File: src/rtl/assert_macros.svh
// assertion macros shared by the frame builder rtl
// no dependencies; expects clk_i and rst_ni in the including scope
`ifndef ASSERT_MACROS_SVH
`define ASSERT_MACROS_SVH

// checked only while out of reset
`define MFB_ASSERT(lbl, prop, msg) \
  lbl: assert property (@(posedge clk_i) disable iff (!rst_ni) prop) else $error(msg);

// checked at every edge, reset included
`define MFB_ASSERT_ALWAYS(lbl, prop, msg) \
  lbl: assert property (@(posedge clk_i) prop) else $error(msg);

`endif

File: src/rtl/mfb_pkg.sv
// shared types, constants and crc function of the modbus frame builder
// no dependencies
`default_nettype none

package mfb_pkg;

  // front/back queue sizing
  localparam int unsigned QDepth = 4;
  localparam int unsigned QPtrW  = $clog2(QDepth);
  localparam int unsigned QCntW  = $clog2(QDepth + 1);

  // config port
  localparam int unsigned ApbAddrW = 4;
  localparam int unsigned ApbDataW = 32;

  // modbus crc-16, reflected
  localparam logic [15:0] CrcInit = 16'hFFFF;
  localparam logic [15:0] CrcPoly = 16'hA001;

  // register index (word address)
  typedef enum logic [1:0] {
    REG_SLAVE_ADDR = 2'd0,
    REG_FUNC_CODE  = 2'd1,
    REG_PARAM_CODE = 2'd2
  } mfb_reg_e;

  // one queued payload beat with its frame header snapshot
  typedef struct packed {
    logic [7:0]  data;
    logic        last;
    logic        first;
    logic [7:0]  slave_addr;
    logic [7:0]  func_code;
    logic [15:0] param_code;
  } mfb_entry_t;

  // queue status seen by front and back
  typedef struct packed {
    logic full;
    logic empty;
  } mfb_qstat_t;

  // one byte of crc update, lsb first
  function automatic logic [15:0] crc16_byte(logic [15:0] crc, logic [7:0] b);
    logic [15:0] c;
    c = crc ^ {8'h00, b};
    for (int i = 0; i < 8; i++) begin
      c = c[0] ? ((c >> 1) ^ CrcPoly) : (c >> 1);
    end
    return c;
  endfunction

endpackage

`default_nettype wire

File: src/rtl/mfb_if.sv
// stream interfaces of the frame builder: payload in, wire bytes out
// no dependencies
`default_nettype none

// payload byte stream
interface mfb_in_if;
  logic       valid;
  logic       ready;
  logic [7:0] data_byte;
  logic       last_byte;

  modport source (output valid, output data_byte, output last_byte, input ready);
  modport sink   (input valid, input data_byte, input last_byte, output ready);
endinterface

// framed byte stream
interface mfb_out_if;
  logic       valid;
  logic       ready;
  logic [7:0] out_byte;
  logic       frame_end;

  modport source (output valid, output out_byte, output frame_end, input ready);
  modport sink   (input valid, input out_byte, input frame_end, output ready);
endinterface

`default_nettype wire

File: src/rtl/mfb_front.sv
// front end: accepts payload beats, marks frame start, snapshots the header
// depends on mfb_pkg and mfb_in_if
`default_nettype none

module mfb_front
  import mfb_pkg::*;
(
  input  logic         clk_i,
  input  logic         rst_ni,
  mfb_in_if.sink       in_if,
  input  logic [7:0]   slave_addr_i,
  input  logic [7:0]   func_code_i,
  input  logic [15:0]  param_code_i,
  input  mfb_qstat_t   qstat_i,
  output logic         push_o,
  output mfb_entry_t   entry_o
);

  logic in_frame_q, in_frame_d;

  // take a beat whenever the queue has room
  assign in_if.ready = !qstat_i.full;
  assign push_o      = in_if.valid && in_if.ready;

  // classify and attach header values current at frame start
  always_comb begin
    entry_o.data       = in_if.data_byte;
    entry_o.last       = in_if.last_byte;
    entry_o.first      = !in_frame_q;
    entry_o.slave_addr = slave_addr_i;
    entry_o.func_code  = func_code_i;
    entry_o.param_code = param_code_i;
  end

  // frame tracking
  always_comb begin
    in_frame_d = in_frame_q;
    if (push_o) begin
      in_frame_d = !in_if.last_byte;
    end
  end

  always_ff @(posedge clk_i or negedge rst_ni) begin
    if (!rst_ni) begin
      in_frame_q <= 1'b0;
    end else begin
      in_frame_q <= in_frame_d;
    end
  end

endmodule

`default_nettype wire

File: src/rtl/mfb_queue.sv
// small queue between front and back end
// depends on mfb_pkg
`default_nettype none

module mfb_queue
  import mfb_pkg::*;
(
  input  logic        clk_i,
  input  logic        rst_ni,
  input  logic        push_i,
  input  mfb_entry_t  entry_i,
  input  logic        pop_i,
  output mfb_entry_t  entry_o,
  output mfb_qstat_t  qstat_o
);

  mfb_entry_t       mem_q [QDepth];
  logic [QPtrW-1:0] wr_ptr_q, wr_ptr_d;
  logic [QPtrW-1:0] rd_ptr_q, rd_ptr_d;
  logic [QCntW-1:0] count_q, count_d;

  assign qstat_o.full  = (count_q == QCntW'(QDepth));
  assign qstat_o.empty = (count_q == '0);
  assign entry_o       = mem_q[rd_ptr_q];

  // pointer and fill count update
  always_comb begin
    wr_ptr_d = wr_ptr_q;
    rd_ptr_d = rd_ptr_q;
    count_d  = count_q;
    if (push_i) begin
      wr_ptr_d = (wr_ptr_q == QPtrW'(QDepth - 1)) ? '0 : wr_ptr_q + 1'b1;
    end
    if (pop_i) begin
      rd_ptr_d = (rd_ptr_q == QPtrW'(QDepth - 1)) ? '0 : rd_ptr_q + 1'b1;
    end
    case ({push_i, pop_i})
      2'b10:   count_d = count_q + 1'b1;
      2'b01:   count_d = count_q - 1'b1;
      default: count_d = count_q;
    endcase
  end

  always_ff @(posedge clk_i or negedge rst_ni) begin
    if (!rst_ni) begin
      wr_ptr_q <= '0;
      rd_ptr_q <= '0;
      count_q  <= '0;
    end else begin
      wr_ptr_q <= wr_ptr_d;
      rd_ptr_q <= rd_ptr_d;
      count_q  <= count_d;
    end
  end

  // storage
  always_ff @(posedge clk_i) begin
    if (push_i) begin
      mem_q[wr_ptr_q] <= entry_i;
    end
  end

endmodule

`default_nettype wire

File: src/rtl/mfb_back.sv
// back end: byte sequencer for header, payload and crc trailer
// depends on mfb_pkg and mfb_out_if
`default_nettype none

module mfb_back
  import mfb_pkg::*;
(
  input  logic        clk_i,
  input  logic        rst_ni,
  input  mfb_entry_t  entry_i,
  input  mfb_qstat_t  qstat_i,
  output logic        pop_o,
  output logic        at_start_o,
  mfb_out_if.source   out_if
);

  typedef enum logic [2:0] {
    PH_START,
    PH_HDR0,
    PH_HDR1,
    PH_HDR2,
    PH_HDR3,
    PH_DATA,
    PH_CRC_LO,
    PH_CRC_HI
  } phase_e;

  phase_e      phase_q, next_ph, eff_ph;
  logic [15:0] crc_q, crc_next;
  logic        out_valid_q;
  logic [7:0]  out_byte_q;
  logic        out_end_q;
  logic        head_valid, adv, fire;
  logic [7:0]  byte_sel;
  logic        end_sel, feed_crc;

  assign head_valid = !qstat_i.empty;
  assign adv        = !out_valid_q || out_if.ready;
  assign fire       = adv && head_valid;
  assign at_start_o = (phase_q == PH_START);

  // a fresh entry opens with the header only on a new frame
  always_comb begin
    if (phase_q == PH_START) begin
      eff_ph = entry_i.first ? PH_HDR0 : PH_DATA;
    end else begin
      eff_ph = phase_q;
    end
  end

  // byte select and next phase
  always_comb begin
    byte_sel = entry_i.data;
    end_sel  = 1'b0;
    feed_crc = 1'b0;
    next_ph  = PH_START;
    unique case (eff_ph)
      PH_HDR0: begin
        byte_sel = entry_i.slave_addr;
        feed_crc = 1'b1;
        next_ph  = PH_HDR1;
      end
      PH_HDR1: begin
        byte_sel = entry_i.func_code;
        feed_crc = 1'b1;
        next_ph  = PH_HDR2;
      end
      PH_HDR2: begin
        byte_sel = entry_i.param_code[15:8];
        feed_crc = 1'b1;
        next_ph  = PH_HDR3;
      end
      PH_HDR3: begin
        byte_sel = entry_i.param_code[7:0];
        feed_crc = 1'b1;
        next_ph  = PH_DATA;
      end
      PH_DATA: begin
        byte_sel = entry_i.data;
        feed_crc = 1'b1;
        next_ph  = entry_i.last ? PH_CRC_LO : PH_START;
      end
      PH_CRC_LO: begin
        byte_sel = crc_q[7:0];
        next_ph  = PH_CRC_HI;
      end
      PH_CRC_HI: begin
        byte_sel = crc_q[15:8];
        end_sel  = 1'b1;
        next_ph  = PH_START;
      end
      default: begin
        byte_sel = entry_i.data;
        next_ph  = PH_START;
      end
    endcase
  end

  assign crc_next = crc16_byte(crc_q, byte_sel);

  // entry leaves the queue with its final byte
  assign pop_o = fire && (((eff_ph == PH_DATA) && !entry_i.last) || (eff_ph == PH_CRC_HI));

  // sequencer state, running crc and output register
  always_ff @(posedge clk_i or negedge rst_ni) begin
    if (!rst_ni) begin
      phase_q     <= PH_START;
      crc_q       <= CrcInit;
      out_valid_q <= 1'b0;
      out_byte_q  <= '0;
      out_end_q   <= 1'b0;
    end else begin
      if (adv) begin
        out_valid_q <= head_valid;
      end
      if (fire) begin
        out_byte_q <= byte_sel;
        out_end_q  <= end_sel;
        phase_q    <= next_ph;
        if (feed_crc) begin
          crc_q <= crc_next;
        end else if (eff_ph == PH_CRC_HI) begin
          crc_q <= CrcInit;
        end
      end
    end
  end

  assign out_if.valid     = out_valid_q;
  assign out_if.out_byte  = out_byte_q;
  assign out_if.frame_end = out_end_q;

endmodule

`default_nettype wire

File: src/rtl/modbus_frame_builder_crc16_core.sv
// top level of the modbus rtu frame builder with crc-16
// depends on mfb_pkg, mfb_if, mfb_front, mfb_queue, mfb_back, assert_macros.svh
`default_nettype none

// Turns payload beats into Modbus RTU frames: the first beat of a frame is
// preceded by slave address, function code and parameter code (high byte
// first), and the beat marked last is followed by the CRC-16 low then high
// byte, the high byte carrying frame_end. The output moves one byte per
// clock while a beat is queued and out_if.ready does not hold it back;
// every byte comes from the single byte sequencer in the back end. A
// four-entry queue, the beat in progress included, lets the input keep
// taking beats while trailer or header bytes drain; once it is full the
// input waits for the sequencer to release a beat. Header registers are
// sampled when a frame's first beat is accepted.
module modbus_frame_builder_crc16_core
  import mfb_pkg::*;
(
  input  logic                clk_i,
  input  logic                rst_ni,
  input  logic                psel,
  input  logic                penable,
  input  logic                pwrite,
  input  logic [ApbAddrW-1:0] paddr,
  input  logic [ApbDataW-1:0] pwdata,
  output logic [ApbDataW-1:0] prdata,
  output logic                pready,
  mfb_in_if.sink              in_if,
  mfb_out_if.source           out_if
);

  `include "assert_macros.svh"

  logic [7:0]  slave_addr_q;
  logic [7:0]  func_code_q;
  logic [15:0] param_code_q;
  logic        cfg_wr;
  logic        push, pop, back_at_start;
  mfb_entry_t  push_entry, head_entry;
  mfb_qstat_t  qstat;

  // config registers
  assign pready = 1'b1;
  assign cfg_wr = psel && penable && pwrite;

  always_ff @(posedge clk_i or negedge rst_ni) begin
    if (!rst_ni) begin
      slave_addr_q <= 8'd1;
      func_code_q  <= 8'd6;
      param_code_q <= 16'd0;
    end else if (cfg_wr) begin
      unique case (paddr[3:2])
        REG_SLAVE_ADDR: slave_addr_q <= pwdata[7:0];
        REG_FUNC_CODE:  func_code_q  <= pwdata[7:0];
        REG_PARAM_CODE: param_code_q <= pwdata[15:0];
        default: ;
      endcase
    end
  end

  // register readback
  always_comb begin
    unique case (paddr[3:2])
      REG_SLAVE_ADDR: prdata = {24'd0, slave_addr_q};
      REG_FUNC_CODE:  prdata = {24'd0, func_code_q};
      REG_PARAM_CODE: prdata = {16'd0, param_code_q};
      default:        prdata = '0;
    endcase
  end

  mfb_front u_front (
    .clk_i        (clk_i),
    .rst_ni       (rst_ni),
    .in_if        (in_if),
    .slave_addr_i (slave_addr_q),
    .func_code_i  (func_code_q),
    .param_code_i (param_code_q),
    .qstat_i      (qstat),
    .push_o       (push),
    .entry_o      (push_entry)
  );

  mfb_queue u_queue (
    .clk_i   (clk_i),
    .rst_ni  (rst_ni),
    .push_i  (push),
    .entry_i (push_entry),
    .pop_i   (pop),
    .entry_o (head_entry),
    .qstat_o (qstat)
  );

  mfb_back u_back (
    .clk_i      (clk_i),
    .rst_ni     (rst_ni),
    .entry_i    (head_entry),
    .qstat_i    (qstat),
    .pop_o      (pop),
    .at_start_o (back_at_start),
    .out_if     (out_if)
  );

  // no output beat offered while in reset
  `MFB_ASSERT_ALWAYS(a_rst_no_out, !rst_ni |-> !out_if.valid, "output valid during reset")
  // an accepted input beat is queued on the next cycle
  `MFB_ASSERT(a_push_lands, (in_if.valid && in_if.ready) |=> !qstat.empty, "accepted beat lost")
  // the sequencer is never mid-entry with nothing queued
  `MFB_ASSERT(a_empty_idle, qstat.empty |-> back_at_start, "sequencer busy on empty queue")

endmodule

`default_nettype wire
File: src/flat_wrapper.sv
// flat-port wrapper written by rule: the top's interface ports become plain ports
module modbus_frame_builder_crc16_core_flat import mfb_pkg::*;
  (clk_i, rst_ni, psel, penable, pwrite, paddr, pwdata, prdata, pready, in_if_valid, in_if_data_byte, in_if_last_byte, in_if_ready, out_if_valid, out_if_out_byte, out_if_frame_end, out_if_ready);
  mfb_in_if in_if_i ();
  mfb_out_if out_if_i ();
  input  logic clk_i;
  input  logic rst_ni;
  input  logic psel;
  input  logic penable;
  input  logic pwrite;
  input  logic [ApbAddrW-1:0] paddr;
  input  logic [ApbDataW-1:0] pwdata;
  output logic [ApbDataW-1:0] prdata;
  output logic pready;
  input wire logic [$bits(in_if_i.valid)-1:0] in_if_valid;
  input wire logic [$bits(in_if_i.data_byte)-1:0] in_if_data_byte;
  input wire logic [$bits(in_if_i.last_byte)-1:0] in_if_last_byte;
  output wire logic [$bits(in_if_i.ready)-1:0] in_if_ready;
  output wire logic [$bits(out_if_i.valid)-1:0] out_if_valid;
  output wire logic [$bits(out_if_i.out_byte)-1:0] out_if_out_byte;
  output wire logic [$bits(out_if_i.frame_end)-1:0] out_if_frame_end;
  input wire logic [$bits(out_if_i.ready)-1:0] out_if_ready;
  assign in_if_i.valid = in_if_valid;
  assign in_if_i.data_byte = in_if_data_byte;
  assign in_if_i.last_byte = in_if_last_byte;
  assign in_if_ready = in_if_i.ready;
  assign out_if_valid = out_if_i.valid;
  assign out_if_out_byte = out_if_i.out_byte;
  assign out_if_frame_end = out_if_i.frame_end;
  assign out_if_i.ready = out_if_ready;
  modbus_frame_builder_crc16_core u_core (.clk_i(clk_i), .rst_ni(rst_ni), .psel(psel), .penable(penable), .pwrite(pwrite), .paddr(paddr), .pwdata(pwdata), .prdata(prdata), .pready(pready), .in_if(in_if_i), .out_if(out_if_i));
endmodule
File: config.mk
export PLATFORM = sky130hd
export DESIGN_NAME = modbus_frame_builder_crc16_core_flat
export DESIGN_NICKNAME = d
export VERILOG_FILES = /design/src/rtl/mfb_pkg.sv /design/src/rtl/mfb_if.sv /design/src/rtl/mfb_front.sv /design/src/rtl/mfb_queue.sv /design/src/rtl/mfb_back.sv /design/src/rtl/modbus_frame_builder_crc16_core.sv /design/src/flat_wrapper.sv
export VERILOG_INCLUDE_DIRS = /design/src /design/src/rtl
export SDC_FILE = /design/constraint.sdc
export NUM_CORES = 1
export LEC_CHECK = 0
export BUFFER_PORTS_ARGS = -buffer_cell sky130_fd_sc_hd__buf_2
export CAP_MARGIN = 10
export CELL_PAD_IN_SITES_DETAIL_PLACEMENT = 2
export CELL_PAD_IN_SITES_GLOBAL_PLACEMENT = 2
export CORE_MARGIN = 1
export CORE_UTILIZATION = 35
export DETAILED_ROUTE_END_ITERATION = 10
export PLACE_DENSITY_LB_ADDON = 0.1
export SYNTH_ARGS = -nofsm -noshare
export SYNTH_HDL_FRONTEND = slang
export SYNTH_HIERARCHICAL = 1
export SYNTH_SLANG_ARGS = --single-unit
File: constraint.sdc
create_clock -name clk_i -period 4 [get_ports clk_i]
set_input_delay 0.4 -clock clk_i [delete_from_list [all_inputs] [get_ports clk_i]]
set_output_delay 0.4 -clock clk_i [all_outputs]
set_load 0.02 [all_outputs]
# Word level (Yosys, flattened, before mapping)
# Memories as Yosys holds them, arrays and structs flattened.
# Index checks and enable logic that the tools add are counted.
classes:
  n_eq_ne: 14
  n_reduce_logical: 24
  add_sub_neg: 4
  n_bitwise: 9
  mux: 23
op_table:
  columns: ["op", "n"]
  rows:
  - ["$mux 16", 10]
  - ["$pmux 16 s3", 1]
  - ["$pmux 8 s6", 1]
  - ["$not 2->3", 8]
  - ["$pmux 3 s6", 1]
  - ["$xor 16x8->16", 1]
  - ["$eq 3x3->1 const B", 5]
  - ["$mux 3", 3]
  - ["$eq 2x2->1 const B", 4]
  - ["$reduce_and 2->1", 4]
  - ["$eq 3x2->1 const B", 2]
  - ["$logic_and 1x1->1", 6]
  - ["$logic_not 1->1", 6]
  - ["$logic_not 3->1", 2]
  - ["$pmux 3 s2", 1]
  - ["$reduce_or 5->1", 1]
  - ["$add 2x1->2 const B", 2]
  - ["$eq 2x1->1 const B", 2]
  - ["$mux 1", 4]
  - ["$mux 2", 2]
  - ["$reduce_bool 2->1", 2]
  - ["$add 3x1->3 const B", 1]
  - ["$eq 3x1->1 const B", 1]
  - ["$sub 3x1->3 const B", 1]
  - ["2 further kinds", 3]
word_totals:
  memories: 1
  word_cells: 87
  register_bits: 69
  inputBits: 52
  ramBits: 168
  output_inout_bits: 44
memory_table:
  columns: ["name", "words", "word_bits", "read_ports", "rd_clocked_by_memory_dff", "wr", "line", "text"]
  rows:
  - ["u_core.u_queue.mem_q", 4, 42, 1, 0, 1, "mfb_queue.sv:17", "mfb_entry_t mem_q [QDepth];"]

# Longest topological paths before layout
# Gate-level depths: netlist (run 1).
# An unclocked memory read counts as a cell.
depth:
  word_depth: 23
  depth_mapped: 14
  ltp_nobuf: 11

# By module
# The synthesis (run 1) kept the hierarchy.
modules_own_cells:
  columns: ["module", "area_per_inst_um2", "seq_area_each_um2", "cells_each", "n_inst"]
  rows:
  - ["mfb_queue", 6537.5, 5220.0, 258, 1]
  - ["mfb_back", 2024.4, 745.7, 211, 1]
  - ["modbus_frame_builder_crc16_core", 1585.3, 804.5, 125, 1]
  - ["mfb_front", 364.1, 25.0, 46, 1]

# Least setup slack after synthesis (run 1)
# No wires, ideal clock.
synth_timing:
  kind: "register to register"
  startpoint: "reg u_core.u_queue.rd_ptr_q[0]"
  endpoint: "reg u_core.u_back.crc_q[15]"
  required_ps: 3927
  slack_ps: 666
  period_less_slack_ps: 3334
  setup_ps: 73
  arrival_time_ps: 3261
  stages_incl_launch_ff: 12
  cell_sequence: "dfrtp_1 -> buf_6 -> mux4_1 -> or2_1 -> buf_6 -> a221o_1 -> a21o_2 -> xor2_2 -> xnor3_1 -> xnor3_2 -> xor2_1 -> a21oi_1"
synth_rtl:
  columns: ["element", "line", "text"]
  rows:
  - ["start: declaration", "mfb_queue.sv:19", "logic [QPtrW-1:0] rd_ptr_q, rd_ptr_d;"]
  - ["start signal: assignment", "mfb_queue.sv:51", "rd_ptr_q <= rd_ptr_d;"]
  - ["end signal: assignment", "mfb_back.sv:108", "crc_q <= CrcInit;"]
  - ["end signal: assignment", "mfb_back.sv:121", "crc_q <= crc_next;"]
  - ["end signal: assignment", "mfb_back.sv:123", "crc_q <= CrcInit;"]
  - ["end: declaration", "mfb_back.sv:29", "logic [15:0] crc_q, crc_next;"]

==> results of run 1 <==
-- routing by layer --
layer / vias to the layer above / global-route usage
li1: 2406 / -
met1: 2861 / 0.2151
met2: 112 / 0.2847
met3: 22 / 0.02641
met4: 0 / 0.03116
met5: - / 0
-- final cells by class --
class | instances | area share
inverters | 14 | 0.004497
clock inverters | 13 | 0.01189
well taps | 390 | 0.04176
multi-input cells | 315 | 0.2599
clock buffers | 35 | 0.06125
repair buffers | 77 | 0.03898
flip-flops and latches | 237 | 0.5818
-- cell usage in the layout (no fill, tap or decap), drive strengths merged, types with 12 or more instances in the layout --
| master | n |
|---|---|
| nand2 | 39 |
| mux2i | 17 |
| conb | 17 |
| clkbuf | 35 |
| a21oi | 16 |
| mux4 | 42 |
| buf | 77 |
| dfrtp | 50 |
| and2 | 12 |
| xor2 | 13 |
| edfxtp | 168 |
| mux2 | 43 |
| dfstp | 19 |
| inv | 15 |
| nor2 | 17 |
| o21ai | 15 |
-- worst min path at each step --
stage | from | endpoint | cells after the start
2_1_floorplan | rst_ni | u_core/func_code_q[0] | 0
3_3_place_gp | u_core/u_back/out_if.out_byte[4] | u_core/u_back/out_if.out_byte[4] | 2
3_5_place_dp | u_core/u_back/out_if.out_byte[4] | u_core/u_back/out_if.out_byte[4] | 2
4_1_cts | in_if_data_byte[3] | u_core/u_queue/mem_q[1][37] | 1
5_1_grt | in_if_data_byte[6] | u_core/u_queue/mem_q[0][40] | 1
6_report | rst_ni | u_core/u_back/out_if.out_byte[6] | 1
-- worst max-delay path, cell delays in order, from the launching register on --
cell and delay [ns]:
dfrtp_2 0.40, buf_12 0.34, mux4_2 0.60, mux2_1 0.35
a221oi_1 0.28, o221ai_1 0.24, xor2_1 0.29, xor2_1 0.30
xnor3_2 0.44, xor2_1 0.18, a21oi_1 0.18
-- sequential cells by signal, indices dropped and copies added, names as in the netlist, 2 cells and up --
name                           count
u_core/u_queue/wr_ptr_q            2
u_core/u_back/crc_q               16
u_core/param_code_q               16
u_core/u_queue/mem_q             168
u_core/u_queue/count_q             3
u_core/func_code_q                 8
u_core/u_back/out_if.out_byte      8
u_core/slave_addr_q                8
u_core/u_queue/rd_ptr_q            2
u_core/u_back/phase_q              3
-- metrics by stage --
step           hold slack, ns  setup slack [ns]  instances  instance area (sq um)  utilization
6_report              0.03236            0.2922       1081                  11690       0.3953
5_1_grt               0.06942           0.05449       1081                  11690       0.3953
4_1_cts               0.06346            0.2506       1081                  11690       0.3953
3_5_place_dp           0.4683            0.2825       1033                  10830       0.3664
3_3_place_gp           0.4597            0.3473       1033                  10830       0.3664
2_1_floorplan          0.1044            0.6658        654                  10560            -
-- report_power, final --
group          switching, mW  total, mW  internal, mW
logic                   2.21       4.07          1.86
registers              0.424       3.88          3.46
clock network          0.962       2.41          1.45
total                   3.59       10.4          6.77
==> impl_metrics.ini, run 1 <==
[outcome]
status = finished clean

[floorplan]
die_area_sq_um = 30710
core_area_sq_um = 29560
io_pins = 96
start_util = 0.3554
num_rows = 63
die_height_microns = 175.3
die_x_microns = 175.3

[critical_path]
reg2reg_depth = 10
r2r_start = u_core/u_queue/rd_ptr_q[0]
worstSetupEndpoint = u_core/u_back/crc_q[15]
path_max_fanout = 44
startpoint = u_core/u_queue/rd_ptr_q[0]
reg2reg_to = u_core/u_back/crc_q[15]
cp.arrival_ns = 4.15
worstSetupPathType = reg2reg
crit_path_start_kind = flip-flop
worstPathRequired_ns = 4.44
endpoint_kind = flip-flop
ff2ff_setup_slack_ns = 0.29

[timing]
max_freq_mhz = 269.7
slew_viol_final = 0
tightest_slew_ns = 1.139
finalHoldViolations = 0
slew_headroom = 0.2394
setup_tns_ns = 0
period_share = 0.9269
period_minus_slack_ns = 3.708
fin_skew_ns = 0.01248
rsz0062_at_grt = no
report.final.setup_viol = 0

[place]
gp_congestion = 0.7289
portBuffers = 60
dp.final_hpwl_microns = 16000

[final_layout]
drive_gt1_frac = 0.3357
syn_to_final_growth_pct = 11.22
final_nets = 731
nFillCells = 2920
diodes = 0
multiInputGateArea_sq_um = 3037
seq_area_sq_um = 6798

[routing]
first_iter_violations = 206
drt-met1-wl_microns = 10650
ant_nets = 0
wl_met3_microns = 963
wl_met2_microns = 12260
drt-total-wl_microns = 24150
num_vias = 5401
dr.pass1.iters = 4
wl_per_cell_microns = 22.34
routed_via_density = 4.996
routed.top_layer = met4
drc = 0

[clock_tree]
htreeDepth = 1
post_cts_buffers = 0
cts_buffer_depth = 3
root_buffer = clkbuf_16
ctsResizeCount = 0
cts_sinks = 237
clk_pin_slew_ns = 0.06
cts_tree = yes
insertion_delay_ns = 0.53
cts_hold_buf = 0
numCtsBuffers = 27

[yosys]
syn_inst = 639
yosysWarningCount = 6
syn_area_sq_um = 10510
syn_avg_cell_area_sq_um = 16.44

[pwr]
peakVddDrop_mv = 0.4132
pwr_density_cell_nw_per_um2 = 886.7
leakagePower_nw = 4.323
power.total_mw = 10.36

[grt]
grt_pass1_vias = 6034
antenna_found_initial = 0
grtUsageTotal = 0.1631
grt_overflow_total = 0
grt_max_degree = 70
grt_pass1_wl_microns = 37680

[job]
cap_violations = 0

[hold_path]
holdCritPathClass = in2async
No activity file was read; power rests on OpenSTA's default activity.
==> inputs of run 2 (changes only) <==
CAP_MARGIN = not set   (was 10)
clock period = 3.5 ns   (was 4 ns; I/O delays follow)
==> run 2 against run 1 <==
The flow now finishes with violations (hold timing); critical path type unchanged; global-route usage increased by 0.39 points; critical path depth increased by 1; sequential share of layout area decreased by 1.8 points; sequential power increased by 14%.
==> impl_metrics.ini, run 2 (same netlist as run 1, synthesis figures left out) <==
[clock_tree]
cts_buffer_depth = 3
insertion_delay_ns = 0.53
root_buffer = clkbuf_16
htreeDepth = 1
cts_hold_buf = 0
cts_sinks = 237
cts_tree = yes
numCtsBuffers = 27
clk_pin_slew_ns = 0.06

[critical_path]
cp.arrival_ns = 3.83
crit_path_start_kind = flip-flop
crit_chain = buf_4, bufbuf_16, mux4_2, mux2_2, o22ai_1, nand2_1, o211a_1, xnor3_1, xnor3_2, xor2_1, a21oi_1
endpoint_kind = flip-flop
reg2reg_depth = 11
worstPathRequired_ns = 3.95
cp_num_cells = 11
path_max_fanout = 10
critPathTopFamily = XOR/XNOR gates
critPathMaxStageDelay_ns = 0.54
worstSetupPathType = reg2reg
critPathBufInv = 2
critPathSlowestCell = mux4_2

[final_layout]
drive_gt1_frac = 0.3792
largest_reg_flops = 168
layout_common_cells = edfxtp_1, buf_2, dfrtp_1
layout_commonest_cell = edfxtp_1
top_regs = u_core/u_queue/mem_q (168), u_core/param_code_q (16), u_core/u_back/crc_q (16)
nFillCells = 2897
top_register = u_core/u_queue/mem_q
final_nets = 759
fin_area_sq_um = 12050
syn_to_final_growth_pct = 14.73
diodes = 0

[routing]
routed_via_density = 4.974
ant_nets = 0
dr.pass1.iters = 4
first_iter_violations = 283
wl_per_cell_microns = 22.15
drt-total-wl_microns = 24590
drc = 0
num_vias = 5521

[pwr]
peakVddDrop_mv = 0.4852
power.total_mw = 12.81
leakagePower_nw = 4.510
pwr_density_cell_nw_per_um2 = 1063

[grt]
grtUsageTotal = 0.1669
grt_pass1_wl_microns = 38720
grt_pass1_vias = 6338
grt_max_degree = 70
antenna_found_initial = 0
grt_overflow_total = 0

[hold_path]
holdCritPathClass = in2async

[timing]
hold_ws_ns = -0.0002307
fin_skew_ns = 0.006958
max_freq_mhz = 296.1
slew_viol_final = 0
finalHoldViolations = 1
period_share = 0.9649
period_minus_slack_ns = 3.377
report.final.setup_viol = 0
tightest_slew_ns = 0.9790
slew_headroom = 0.3473
layout_setup_ws_ns = 0.1227

[floorplan]
num_rows = 63
die_x_microns = 175.3
io_pins = 96
die_area_sq_um = 30710
die_height_microns = 175.3
start_util = 0.3554
core_area_sq_um = 29560

[outcome]
status = complete, but fails checks
violations = hold timing

[job]
cap_violations = 0

[place]
portBuffers = 60
dp_slack_ns = -0.09140
gp_congestion = 0.7684
dp.final_hpwl_microns = 16600
dpl_cell_area_sq_um = 11020
==> run 2: cell types whose count changed in the layout (fill, tap and decap cells not counted), sizes merged <==
cell	change
buf	+27
bufbuf	+1
bufinv	-1
clkbuf	+5
clkinv	-2
inv	-1
==> run 2: worst reg2reg max path, delay by kind of cell (launching register included) <==
family          cells  cell delay (ns)
buf+inv             2             0.47
flops               1             0.43
simple gates        1             0.07
xor+xnor            3             0.95
compound gates      3             0.56
mux                 2             0.84
==> run 2: per-stage QoR <==
step	utilization	cells	setup TNS, ns
global route	0.4078	1110	-0.006411
detailed placement	0.3729	1052	-0.1423
global placement	0.3729	1052	0
finish	0.4078	1110	0
CTS	0.4054	1109	0
floorplan	-	654	0
==> run 2: what timing repair did <==
action,in CTS,in global routing
pin swaps,6,9
cloned,1,0
setup endpoints to repair,2,4
buffers inserted,8,1
gates resized for setup,8,13
==> run 2: per-layer routing <==
| metal | track usage | wire, microns | vias to the layer above |
|---|---|---|---|
| met3 | 0.02554 | 867 | 29 |
| met1 | 0.2199 | 10890 | 2923 |
| met4 | 0.03587 | 373 | 0 |
| met2 | 0.2910 | 12460 | 111 |
| met5 | 0 | 0 | - |
| li1 | - | - | 2458 |
==> run 2: cell type report <==
type | instances | area [sq um] | area share
clock inverter | 9 | 92.59 | 0.007681
sequential | 237 | 6798 | 0.5639
multi-input combinational | 315 | 3104 | 0.2575
timing repair buffer | 105 | 764.5 | 0.06342
tap | 390 | 488.0 | 0.04048
clock buffer | 40 | 754.5 | 0.06259
inverter | 14 | 52.55 | 0.004360
==> run 2: path summary, 6_finish.rpt <==
| check | start | to | slack (ns) |
|---|---|---|---|
| hold / removal | rst_ni | u_core/u_back/phase_q[0] | -0.0002 |
| setup / recovery | u_core/u_queue/rd_ptr_q[0] | u_core/u_back/crc_q[15] | 0.12 |
| max in group asynchronous | rst_ni | u_core/u_queue/rd_ptr_q[1] | 2.84 |
| setup reg to reg | u_core/u_queue/rd_ptr_q[0] | u_core/u_back/crc_q[15] | 0.12 |
| hold reg to reg | u_core/u_back/out_if.out_byte[2] | u_core/u_back/out_if.out_byte[2] | 0.47 |
| min in group clk_i | in_if_data_byte[5] | u_core/u_queue/mem_q[3][39] | 0.04 |
==> run 2: power breakdown <==
group | total (mW) | switching [mW] | internal (mW)
Clock | 2.71 | 1.09 | 1.63
Combinational | 5.66 | 2.75 | 2.91
Sequential | 4.43 | 0.480 | 3.95
Total | 12.8 | 4.32 | 8.49
